===== src/sv/tpls_sqrt_pipe.sv =====
`default_nettype none

module tpls_sqrt_pipe #(
  parameter int unsigned VW = 32
) (
  input  wire logic                   clk,
  input  wire logic                   rst_n,
  input  wire logic                   in_valid,
  input  wire logic [VW-1:0]          in_val,
  output logic                        out_valid,
  output logic [(VW+1)/2-1:0]         out_root
);

  localparam int unsigned RW = (VW + 1) / 2;
  localparam int unsigned TW = VW + 2;

  logic [VW-1:0] rem_r    [RW];
  logic [RW-1:0] root_r   [RW];
  logic          v_r      [RW];
  logic [VW-1:0] rem_in   [RW];
  logic [RW-1:0] root_in  [RW];
  logic          v_in     [RW];
  logic [VW-1:0] rem_nxt  [RW];
  logic [RW-1:0] root_nxt [RW];

  for (genvar s = 0; s < RW; s++) begin : g_stage
    localparam int unsigned BI = RW - 1 - s;
    logic [TW-1:0] trial;
    logic          ge;

    if (s == 0) begin : g_first
      assign rem_in[s]  = in_val;
      assign root_in[s] = '0;
      assign v_in[s]    = in_valid;
    end else begin : g_next
      assign rem_in[s]  = rem_r[s-1];
      assign root_in[s] = root_r[s-1];
      assign v_in[s]    = v_r[s-1];
    end

    always_comb begin
      trial       = (TW'(root_in[s]) << (BI + 1)) | (TW'(1) << (2 * BI));
      ge          = TW'(rem_in[s]) >= trial;
      rem_nxt[s]  = ge ? VW'(TW'(rem_in[s]) - trial) : rem_in[s];
      root_nxt[s] = ge ? (root_in[s] | (RW'(1) << BI)) : root_in[s];
    end

    always_ff @(posedge clk) begin
      if (!rst_n) begin
        v_r[s] <= 1'b0;
      end else begin
        v_r[s] <= v_in[s];
      end
    end

    always_ff @(posedge clk) begin
      rem_r[s]  <= rem_nxt[s];
      root_r[s] <= root_nxt[s];
    end
  end

  assign out_valid = v_r[RW-1];
  assign out_root  = root_r[RW-1];

endmodule

`default_nettype wire


===== config.mk =====
export PLATFORM = sky130hd
export DESIGN_NAME = tpls_sqrt_pipe
export DESIGN_NICKNAME = d
export VERILOG_FILES = /design/src/sv/tpls_sqrt_pipe.sv
export SDC_FILE = /design/constraint.sdc
export NUM_CORES = 1
export LEC_CHECK = 0
export BUFFER_PORTS_ARGS = -buffer_cell sky130_fd_sc_hd__buf_2
export CELL_PAD_IN_SITES_DETAIL_PLACEMENT = 1
export CELL_PAD_IN_SITES_GLOBAL_PLACEMENT = 1
export CORE_ASPECT_RATIO = 0.8
export CORE_UTILIZATION = 45
export DETAILED_ROUTE_END_ITERATION = 8
export PLACE_DENSITY_LB_ADDON = 0.05
export SLEW_MARGIN = 20
export SYNTH_ARGS = -nofsm -noshare
export SYNTH_HDL_FRONTEND = slang
export SYNTH_SLANG_ARGS = --single-unit
export TNS_END_PERCENT = 50

===== constraint.sdc =====
create_clock -name clk -period 2.9 [get_ports clk]
set_clock_uncertainty 0.15 [all_clocks]
set_input_delay 0.29 -clock clk [delete_from_list [all_inputs] [get_ports clk]]
set_output_delay 0.29 -clock clk [all_outputs]
set_load 0.05 [all_outputs]

## After elaboration in Yosys (flattened, before gate mapping)

Memories as Yosys holds them, arrays and structs flattened.
Cells that the tools add are included.

- Memory bits (writable): 784
- Memories: 3
- Bits of input ports: 35
- Output and inout port bits: 17
- Register bits after elaboration: 0

Memory list:

| name | words | bits a word | read ports | clocked after Yosys merged registers in | wr ports | line | text |
|---|---|---|---|---|---|---|---|
| rem_r | 16 | 32 | 15 | 0 | 16 | 17 | `logic [VW-1:0] rem_r [RW];` |
| root_r | 16 | 16 | 16 | 0 | 16 | 18 | `logic [RW-1:0] root_r [RW];` |
| v_r | 16 | 1 | 16 | 0 | 16 | 19 | `logic v_r [RW];` |

- $add $sub $neg: 16
- Bitwise gates (word level): 16
- Mux-type cells: 50
- Order comparisons: 16

Operators with widths:

| kind | number |
|---|---|
| 32-bit 2-to-1 mux | 16 |
| 32-bit by 17-bit greater-or-equal comparator with 1-bit output | 1 |
| 32-bit by 18-bit greater-or-equal comparator with 1-bit output | 1 |
| 32-bit by 19-bit greater-or-equal comparator with 1-bit output | 1 |
| 32-bit by 20-bit greater-or-equal comparator with 1-bit output | 1 |
| 32-bit by 21-bit greater-or-equal comparator with 1-bit output | 1 |
| 32-bit by 22-bit greater-or-equal comparator with 1-bit output | 1 |
| 32-bit by 23-bit greater-or-equal comparator with 1-bit output | 1 |
| 32-bit by 24-bit greater-or-equal comparator with 1-bit output | 1 |
| 32-bit by 25-bit greater-or-equal comparator with 1-bit output | 1 |
| 32-bit by 26-bit greater-or-equal comparator with 1-bit output | 1 |
| 32-bit by 27-bit greater-or-equal comparator with 1-bit output | 1 |
| 32-bit by 28-bit greater-or-equal comparator with 1-bit output | 1 |
| 32-bit by 29-bit greater-or-equal comparator with 1-bit output | 1 |
| 32-bit by 30-bit greater-or-equal comparator with 1-bit output | 1 |
| 32-bit by 31-bit greater-or-equal comparator with 1-bit output | 1 |
| 32-bit by 31-bit greater-or-equal comparator with 1-bit output (second input constant) | 1 |
| 32-bit by 17-bit subtractor with 32-bit output | 1 |
| 32-bit by 18-bit subtractor with 32-bit output | 1 |
| 32-bit by 19-bit subtractor with 32-bit output | 1 |
| 32-bit by 20-bit subtractor with 32-bit output | 1 |
| 32-bit by 21-bit subtractor with 32-bit output | 1 |
| 32-bit by 22-bit subtractor with 32-bit output | 1 |
| 32-bit by 23-bit subtractor with 32-bit output | 1 |
| 26 further kinds | 59 |

## Logic depth before layout (Yosys ltp)

Gate-level depths: netlist of run 1.
An unclocked memory read counts as a cell.

- Depth after elaboration: 3
- Depth in mapped cells: 13

## Least setup slack after synthesis of run 1

No wires, ideal clock.

- Path type: register to register
- From: memory root_r[11][5] (netlist bit)
- To: memory rem_r[12][13], in the netlist rem_r[1][141]
- Clock period less this slack: 2.690 ns
- Required time: 2.629 ns
- Path slack: 0.210 ns
- Stages on the path, launching flop included: 10
- Arrival time: 2.419 ns
- Library setup time: 0.121 ns
- Path through: dfxtp_1 inv_1 ha_1 a21oi_1 a21oi_1 o311ai_1 nand2_1 a211o_1 clkbuf_1 mux2_2

RTL lines:

| what | line |
|---|---|
| from (decl) | 18 |
| to (decl) | 17 |

==> metrics.md, run 1 <==
| Metric | Value |
|---|---|
| Die extent in y | 206 um |
| Cell Area, Synth | 0.0234 mm2 |
| Setup WS pre-CTS | -0.196 ns |
| Max Freq | 0.355 GHz |
| Worst Tran Pin Value | 0.732 ns |
| Status | finished, final reports clean |
| Minimum clock period after layout | approximately 2.8 ns |
| Power per cell area | 1060 mW/mm2 |
| Ys async rst share | 0% |
| Die area | 0.0529 mm2 |
| Initial DRC Count | 743 |
| Hold Crit Class | input port to register |
| Rel. slew slack | 50.8% |
| Synthesized flop and latch total | 632 |
| Core area | 0.0512 mm2 |
| DIE WIDTH | 257 um |
| Final antenna-violating net count | 0 |
| Layout area overhead | 19.6% |
| EDFF count, synth | 0 |
| I/O pins | 52 |
| Largest net degree at the start of global routing | 27 |
| Final period util | 97.0% |
| Setup crit start kind | register |
| WL/cell | 17.9 um |
| # fillers | 5553 |
| N_diodes | 0 |
| Most common cell after layout, fill and taps aside | dfxtp_1 |
| Clock tree buffer depth | 3 |
| RR Startpoint | rem_r[1][67] |
| Mapped Cells | 2268 |
| Starting Density | 45.7% |
| Area taken by multi-input logic gates | 0.0102 mm2 |
| Setup TNS | 0 ns |
| Synth Net Count | 2453 |
| Vias in the first global route | 17500 |
| Arr. time, crit path | 3.20 ns |
| CTS root buf | clkbuf_16 |
| Std cell rows | between 70 and 80 |
| R2r endpoint | rem_r[1][124] |
| Synth warn | 0 |
| H-tree levels | 2 |
| Final Hold Viols | 0 |
| Clock sink count | approximately 630 |
| Drt drc | 0 |
| Routed vias | 16700 |
| Antenna violations before repair | 0 |
| R2R depth | 8 |
| Mean Syn Cell Area | 10.3 um2 |
| Leakage power | 12.7 nW |
| Via density per instance | around 5.2 |
| TritonRoute pass-1 iters | 5 |
| Placer congestion estimate | 0.852 |
| Cell variety after synth | around 80 |
| Register area | approximately 0.013 mm2 |
| Post-route setup slack | 0.0856 ns |
| Clk_lat worst skew | 0.63 ns |
| Final setup vio count | 0 |
| Seq/Total Area, Yosys | 54.1% |
| Clock slew at reported path FFs | 0.06 ns |
| Setup CP Type | register to register |
| Layout Nets | 2658 |
| TritonCTS clock tree | done |
| Most used DFF post-synth | dfxtp_1 |
| Num CTS Buffers | 61 |
| PortBufs | 51 |
| Fin. max-slew vios | 0 |
| Critical path launch point | rem_r[1][67] |
| Worst Setup EP | rem_r[1][124] |
| Worst VDD drop | 0.543 mV |
| Layout cell share with drive strength beyond 1 | 14.0% |
| Grt total ovfl | 0 |
| Dpl hpwl | 42900 um |
| Tot GR Track Use | between 20% and 30% |
| Global-route wire length before repair | 92500 um |
| Crit-path max FO | 8 |
| # Max-Cap Violations | 0 |
| Final wirelength | 57300 um |
| Worst path required time | 3.29 ns |
| R2R Setup Slk | 0.09 ns |
| Critical path endpoint category | register |
| Most frequent cells in the layout | dfxtp_1 (627), inv_1 (179), ha_1 (147), nor2_1 (129), a21oi_1 (115) |
cell families (layout without fill, tap and decap cells):
kind of cell | after synthesis | in the layout | synth area share (%)
AOI/OAI and AO/OA | 396 | 396 | 10.5
xor gates and xnor gates | 190 | 190 | 7.12
adders and majority gates | 150 | 150 | 8.03
buffers and inverters | 218 | 470 | 3.69
DFF | 632 | 632 | 54.1
muxes | 25 | 25 | 1.18
and+or+nand+nor | 657 | 658 | 15.4
worst min-delay path by stage:
stage | start | endpoint | depth (start not counted)
final | in_val[20] | rem_r[0][20] | 2
after global routing | in_val[20] | rem_r[0][20] | 2
after CTS | in_val[23] | rem_r[0][23] | 2
after detailed placement | rem_r[0][162] | rem_r[0][194] | 0
after global placement | rem_r[0][162] | rem_r[0][194] | 0
after floorplan | in_val[0] | rem_r[0][0] | 0
report_power, final:
group | switching, W | internal, W | total [W]
registers | 0.00172 | 0.0108 | 0.0125
logic | 0.00468 | 0.00400 | 0.00868
clock network | 0.00338 | 0.00503 | 0.00842
total | 0.00978 | 0.0198 | 0.0296
area by class of cell:
class,instances,share of cell area (%)
clock buffers,83,6.26
clock inverters,28,1.53
inverters,181,2.43
multi-input cells,1419,36.6
flip-flops and latches,632,45.3
well taps,684,3.06
repair buffers,178,4.82
per-stage QoR:
stage               hold WS (ns)  total power (W)  utilization, %  cell area [um2]  instances
finish                     0.158           0.0296            54.6            28000       3205
detailed placement         0.181           0.0210            48.8            25000       3051
floorplan                  0.168           0.0181               -            23400       2268
CTS                        0.124           0.0297            54.0            27600       3201
global route               0.141           0.0315            54.6            28000       3205
global placement           0.180           0.0207            48.8            25000       3051
worst max-delay path: stages (launching register included):
cell and delay [ns]:
dfxtp_2 0.32, or4_4 0.57, nor4_4 0.28, buf_4 0.17, nor2_2 0.05, a2111oi_4 0.38
and2b_4 0.30, nor4_2 0.33, xor2_1 0.19
cells in the mapped netlist (all sizes together) (18+ instances only):
cell type | number | area [um2]
nand4 | 35 | 219
mux2 | 21 | 236
nor2 | 130 | 488
o21ai | 120 | 601
nand3 | 37 | 185
and2 | 24 | 150
a21oi | 118 | 591
or4 | 18 | 139
ha | 150 | 1880
a21o | 33 | 248
nor4 | 81 | 528
nand2 | 107 | 402
xor2 | 97 | 850
or3 | 41 | 262
inv | 180 | 676
clkbuf | 24 | 90.1
o21a | 25 | 188
nor3 | 58 | 290
nand2b | 31 | 194
dfxtp | 632 | 12700
xnor2 | 93 | 815
sequential cells by signal, summed over array words and instances, names as in the netlist:
signal	count
rem_r	480
root_r	136
v_r	16
layer usage:
| metal | GRT usage, % | share of wire, % | wire length, um | up-vias |
|---|---|---|---|---|
| li1 | - | - | - | 8305 |
| met1 | 27.8 | 47 | 26700 | 8108 |
| met2 | 38.3 | 49 | 28000 | 160 |
| met3 | 3.14 | 2.6 | 1510 | 80 |
| met4 | 5.55 | 1.8 | 1050 | 0 |
| met5 | 0 | 0 | 0 | - |
what timing repair did:
item	in CTS	in global routing
pin swaps	3	15
cloned	1	0
hold buffers	36	0
resized for setup	15	57
hold endpoints to repair	49	0
buffers inserted	2	4
setup endpoints to repair	39	107
No activity file was read; power rests on OpenSTA's default activity.
==> run 2, diff against run 1 <==
Settings changed: CORE_UTILIZATION 45 to 35, CTS_BUF_LIST set to sky130_fd_sc_hd__clkbuf_4 sky130_fd_sc_hd__clkbuf_8.
==> run 2 against run 1 <==
- via count grew 0.47%
- cell count grew 8.2%
- combinational power grew 0.5%
- worst setup slack improved by 0.031 ns
- highest routed layer unchanged
- critical path depth rose by 1
- count of clock-buffer cells in the layout up 64
- die area is 28% higher
==> metrics.md, run 2 (synthesized netlist as in run 1, its figures left out) <==
| Metric | Value |
|---|---|
| Status | finished, final reports clean |
| Final antenna-violating net count | 0 |
| Starting Density | 35.5% |
| Dpl hpwl | about 46000 um |
| Slowest-stage cell, CP | or4b_2 |
| Global-route wire length before repair | 97000 um |
| Largest net degree at the start of global routing | 28 |
| Hold_sp | in_val[7] |
| Tot GR Track Use | 18.0% |
| Most common cell after layout, fill and taps aside | dfxtp_1 |
| Setup TNS | 0 ns |
| WP buf/inv | 2 |
| CP delay by family, top | simple AND/OR/NAND/NOR gates |
| Placer congestion estimate | 0.808 |
| Setup CP Type | register to register |
| Clock power share | 28.7% |
| Final period util | 96.0% |
| Rel. slew slack | 57.3% |
| # Max-Cap Violations | 0 |
| Std cell rows | 84 |
| Vias in the first global route | 18000 |
| Most frequent cells in the layout | dfxtp_1 (624), inv_1 (178), ha_1 (144), nor2_1 (129), clkbuf_8 (127) |
| Worst VDD drop | 0.422 mV |
| Die area | 0.0678 mm2 |
| Combinational Power Share | 29.2% |
| Critical-path cell list | inv_1, ha_4, or4b_2, nor4_2, a41oi_1, and2_1, and2_4, buf_4, o31ai_1 |
| TritonCTS clock tree | done |
| P_int | 0.0198 W |
| Switching part of the total | between 30 and 40% |
| Clk_lat worst skew | 0.72 ns |
| Drt drc | 0 |
| Critical path endpoint category | register |
| Core area | 0.0659 mm2 |
| Clock slew at reported path FFs | 0.07 ns |
| N_diodes | 0 |
| Hold Crit Class | input port to register |
| Final wirelength | 60300 um |
| Clock sink count | 632 |
| Routed vias | 16700 |
| Layout Nets | 2713 |
| Crit-path max FO | 9 |
| CTS root buf | clkbuf_8 |
| Fin. max-slew vios | 0 |
| Via density per instance | 4.83 |
| PortBufs | 51 |
| Leakage power | roughly 13 nW |
| Seq pwr share | 42.1% |
| Worst Tran Pin Value | 0.638 ns |
| Worst path required time | between 3 and 4 ns |
| Layout cell share with drive strength beyond 1 | roughly 17% |
| Sw power | approximately 0.010 W |
| WL/cell | 17.4 um |
| Num CTS Buffers | 101 |
| Minimum clock period after layout | 2.78 ns |
| DIE WIDTH | 291 um |
| Antenna violations before repair | 1 |
| Setup crit start kind | register |
| Die extent in y | 233 um |
| Max Freq | 0.359 GHz |
| Grt total ovfl | 0 |
| RR Startpoint | root_r[5][15] |
| CP max stage delay | 0.59 ns |
| I/O pins | between 50 and 60 |
| Biggest regs | rem_r: 480 flops, root_r: 136 flops, v_r: 16 flops |
| Layout area overhead | 22.0% |
| H-tree levels | 3 |
| Total chip power | 0.0299 W |
| Final setup vio count | 0 |
| Max reg flops | 480 |
| Final Hold Viols | 0 |
| Clock tree buffer depth | 3 |
| RSZ-0062 raised after global routing | yes |
| Critical path launch point | root_r[5][15] |
| Top reg by flops | rem_r |
| TritonRoute pass-1 iters | 5 |
| Initial DRC Count | 479 |
| Power per cell area | 1050 mW/mm2 |
| Arr. time, crit path | 3.24 ns |
[run 2: cell count changes in the layout (fill, tap and decap cells not counted), sizes merged]
cell / delta
buf: +12
bufinv: -2
clkbuf: +64
clkinv: +1
clkinvlp: +1
dlygate4sd3: +3
inv: +7
[run 2: worst paths after layout]
kind | to | cells after the start | slack [ns]
max | rem_r[0][213] | 9 | 0.12
min | rem_r[0][7] | 2 | 0.08
max reg2reg | rem_r[0][213] | 9 | 0.12
min reg2reg | rem_r[0][192] | 0 | 0.18
[run 2: what timing repair did]
action	in CTS	in global routing
resized for setup	14	74
pin swaps	1	18
hold endpoints to repair	49	0
setup buffers	3	3
setup endpoints to repair	57	102
gates cloned	0	1
hold buffers	39	0
[run 2: metal layers]
| metal | vias up | global-route usage [%] | share of wire [%] |
|---|---|---|---|
| met4 | 0 | 5.31 | 2.0 |
| li1 | 8433 | - | - |
| met3 | 90 | 2.97 | 2.8 |
| met5 | - | 0 | 0 |
| met1 | 8024 | 23.1 | 48 |
| met2 | 184 | 30.9 | 48 |
[run 2: through the flow]
| stage | cells | cell area (um2) | hold WS [ns] | utilization [%] | setup WS [ns] |
|---|---|---|---|---|---|
| 2_1_floorplan | 2268 | 23400 | 0.168 | - | 0.210 |
| 3_3_place_gp | 3239 | 25300 | 0.182 | 38.4 | -0.192 |
| 3_5_place_dp | 3239 | 25300 | 0.182 | 38.4 | -0.255 |
| 4_1_cts | 3463 | 28100 | 0.0000373 | 42.7 | -0.0926 |
| 5_1_grt | 3467 | 28500 | 0.0358 | 43.3 | -0.0348 |
| 6_report | 3467 | 28500 | 0.0824 | 43.3 | 0.117 |
[run 2: power groups by stage]
stage	registers (W)	logic, W	clock network (W)
after detailed placement	0.0128	0.00848	0
final	0.0126	0.00872	0.00858
after CTS	0.0126	0.00859	0.00890
after global routing	0.0128	0.00983	0.00930
after floorplan	0.0120	0.00609	0
after global placement	0.0128	0.00830	0
[run 2: layout make-up]
| cell class | instances | area, um2 |
|---|---|---|
| multi-input combinational | 1419 | 10300 |
| clock buffer | 147 | 1900 |
| sequential | 632 | 12700 |
| timing repair buffer | 193 | 1490 |
| inverter | 181 | 679 |
| fill | 7266 | 37400 |
| clock inverter | 35 | 439 |
| tap | 860 | 1080 |
[run 2: worst register-to-register path, delay by kind of cell, from the launching register on]
kind,cells,cell delay (ns)
buf+inv,2,0.22
compound gates,2,0.45
flops,1,0.32
fa+ha+maj,1,0.27
simple gates,4,1.28
==> run 3, diff against run 2 <==
==> constraint.sdc (replaced) <==
create_clock -name clk -period 2.9 [get_ports clk]
set_clock_uncertainty 0.15 [all_clocks]
set_input_delay 0 -clock clk [delete_from_list [all_inputs] [get_ports clk]]
set_output_delay 0 -clock clk [all_outputs]
set_load 0.05 [all_outputs]
==> run 3 against run 2 <==
- sequential share of layout area down 0.49 points
- utilization rose by 0.49 points
- non-clock buffer count is 32 higher
- die area unchanged
- first-iteration DRC count up 18%
- sequential cell count unchanged
- worst setup slack about the same
- via count increased by 0.79%
- global-route usage grew 0.23 points
- power grew 0.18%
- largest power group unchanged
==> metrics.md, run 3 (synthesized netlist as in run 1, its figures left out) <==
| Metric | Value |
|---|---|
| Status | finished, final reports clean |
| Critical path endpoint category | register |
| Arr. time, crit path | ~3.2 ns |
| Via density per instance | 4.82 |
| Final antenna-violating net count | 0 |
| Leakage power | 13.1 nW |
| Layout cell share with drive strength beyond 1 | 17.2% |
| Global-route wire length before repair | 98200 um |
| WP buf/inv | 2 |
| Worst Setup EP | rem_r[0][213] |
| Clock slew at reported path FFs | 0.07 ns |
| DIE WIDTH | approximately 290 um |
| PortBufs | 51 |
| Clock tree buffer depth | 3 |
| Setup crit start kind | register |
| Core area | around 0.066 mm2 |
| Critical-path cell list | inv_1, ha_4, or4b_2, nor4_2, a41oi_1, and2_1, and2_4, buf_4, o31ai_1 |
| RR Startpoint | root_r[5][15] |
| Antenna violations before repair | 1 |
| Final period util | 96.0% |
| RSZ-0062 raised after global routing | yes |
| N_diodes | 0 |
| Drt drc | 0 |
| Biggest regs | rem_r: 480 flops, root_r: 136 flops, v_r: 16 flops |
| Final Cell Area | about 0.029 mm2 |
| Slowest-stage cell, CP | or4b_2 |
| Initial DRC Count | 565 |
| Worst Tran Pin Value | 0.635 ns |
| Setup CP Type | register to register |
| Fin. max-slew vios | 0 |
| Routed vias | 16900 |
| Rel. slew slack | 57.4% |
| R2R Setup Slk | 0.12 ns |
| CP delay by family, top | simple AND/OR/NAND/NOR gates |
| TritonCTS clock tree | done |
| Placer congestion estimate | 0.808 |
| Setup TNS | 0 ns |
| # Max-Cap Violations | 0 |
| Most frequent cells in the layout | dfxtp_1 (624), inv_1 (178), ha_1 (144), nor2_1 (129), clkbuf_8 (127) |
| Post-route setup slack | roughly 0.12 ns |
| Worst VDD drop | ~0.42 mV |
| Max Freq | between 0.3 and 0.4 GHz |
| Post-DP Area | 0.0253 mm2 |
| Total chip power | between 0.02 and 0.03 W |
| Most common cell after layout, fill and taps aside | dfxtp_1 |
| R2r endpoint | rem_r[0][213] |
| Power per cell area | 1040 mW/mm2 |
| CTS root buf | clkbuf_8 |
| Vias in the first global route | around 18000 |
| R2R depth | 9 |
| Crit-path max FO | 9 |
| Minimum clock period after layout | 2.78 ns |
| Critical path launch point | root_r[5][15] |
| Crit. path cell count | 9 |
| Worst path required time | approximately 3.4 ns |
| Final wirelength | ~61000 um |
| H-tree levels | 3 |
| Std cell rows | 84 |
| Starting Density | 35.5% |
| Tot GR Track Use | 18.2% |
| Num CTS Buffers | ~100 |
| Dpl hpwl | 46300 um |
| Final setup vio count | 0 |
| CP max stage delay | around 0.59 ns |
| Grt total ovfl | 0 |
| Setup WS pre-CTS | -0.255 ns |
| Layout Nets | between 2000 and 3000 |
| WL/cell | 17.5 um |
| Max reg flops | 480 |
| Layout area overhead | 23.3% |
| I/O pins | 52 |
| Hold Crit Class | register to register |
| # fillers | 7263 |
| Die extent in y | 233 um |
| Register area | 0.0127 mm2 |
| Clock sink count | 632 |
| Top reg by flops | rem_r |
| Clk_lat worst skew | around 0.7 ns |
| Area taken by multi-input logic gates | 0.0103 mm2 |
| TritonRoute pass-1 iters | 5 |
| Largest net degree at the start of global routing | 28 |
| Die area | between 0.06 and 0.07 mm2 |
| Final Hold Viols | 0 |
==> run 3: power by group <==
part	internal (W)	total, W	switching [W]	leakage (nW)
sequential	0.0108	0.0126	0.00176	5.29
clock	0.00491	0.00859	0.00368	1.22
combinational	0.00408	0.00876	0.00468	6.54
==> run 3: timing repair <==
action,CTS,global route
cloned,0,1
resized for setup,14,74
endpoints found under the setup margin,57,102
hold buffers,71,0
pin swaps,1,18
hold endpoints to repair,49,0
buffers inserted,3,3
==> run 3: cell type report <==
class / instances / area share, %
clock inverter: 35 / 1.52
sequential: 632 / 43.9
clock buffer: 147 / 6.58
inverter: 181 / 2.36
tap: 860 / 3.73
multi-input combinational: 1419 / 35.6
timing repair buffer: 225 / 6.29
==> run 3: metal layers <==
layer	track usage, %	wire [um]	up-vias
met4	5.31	1180	0
met1	23.4	29100	8100
met3	2.97	1660	86
li1	-	-	8494
met2	31.4	29200	184
met5	0	0	-
==> run 3: worst reg2reg max path: cells and delay by family (launching register included) <==
kind                       cells  cell delay, ns
buffers and inverters          2            0.22
adders and majority gates      1            0.27
AOI/OAI and AO/OA              2            0.45
and+or+nand+nor                4            1.28
DFF                            1            0.32
==> run 3: how the worst min path moves through the flow <==
stage / startpoint / endpoint / cells after the start
finish: rem_r[1][37] / rem_r[1][69] / 0
CTS: in_val[5] / root_r[0][15] / 5
detailed placement: in_val[25] / rem_r[0][25] / 1
global route: rem_r[0][110] / rem_r[0][142] / 0
floorplan: in_val[0] / rem_r[0][0] / 0
global placement: in_val[2] / rem_r[0][2] / 1
==> run 3: stage by stage <==
stage,std cells,hold WS [ns],util [%]
floorplan,2268,-0.122,-
detailed placement,3239,-0.0309,38.4
finish,3499,0.178,43.8
global route,3499,0.175,43.8
global placement,3239,-0.0315,38.4
CTS,3495,0.116,43.2
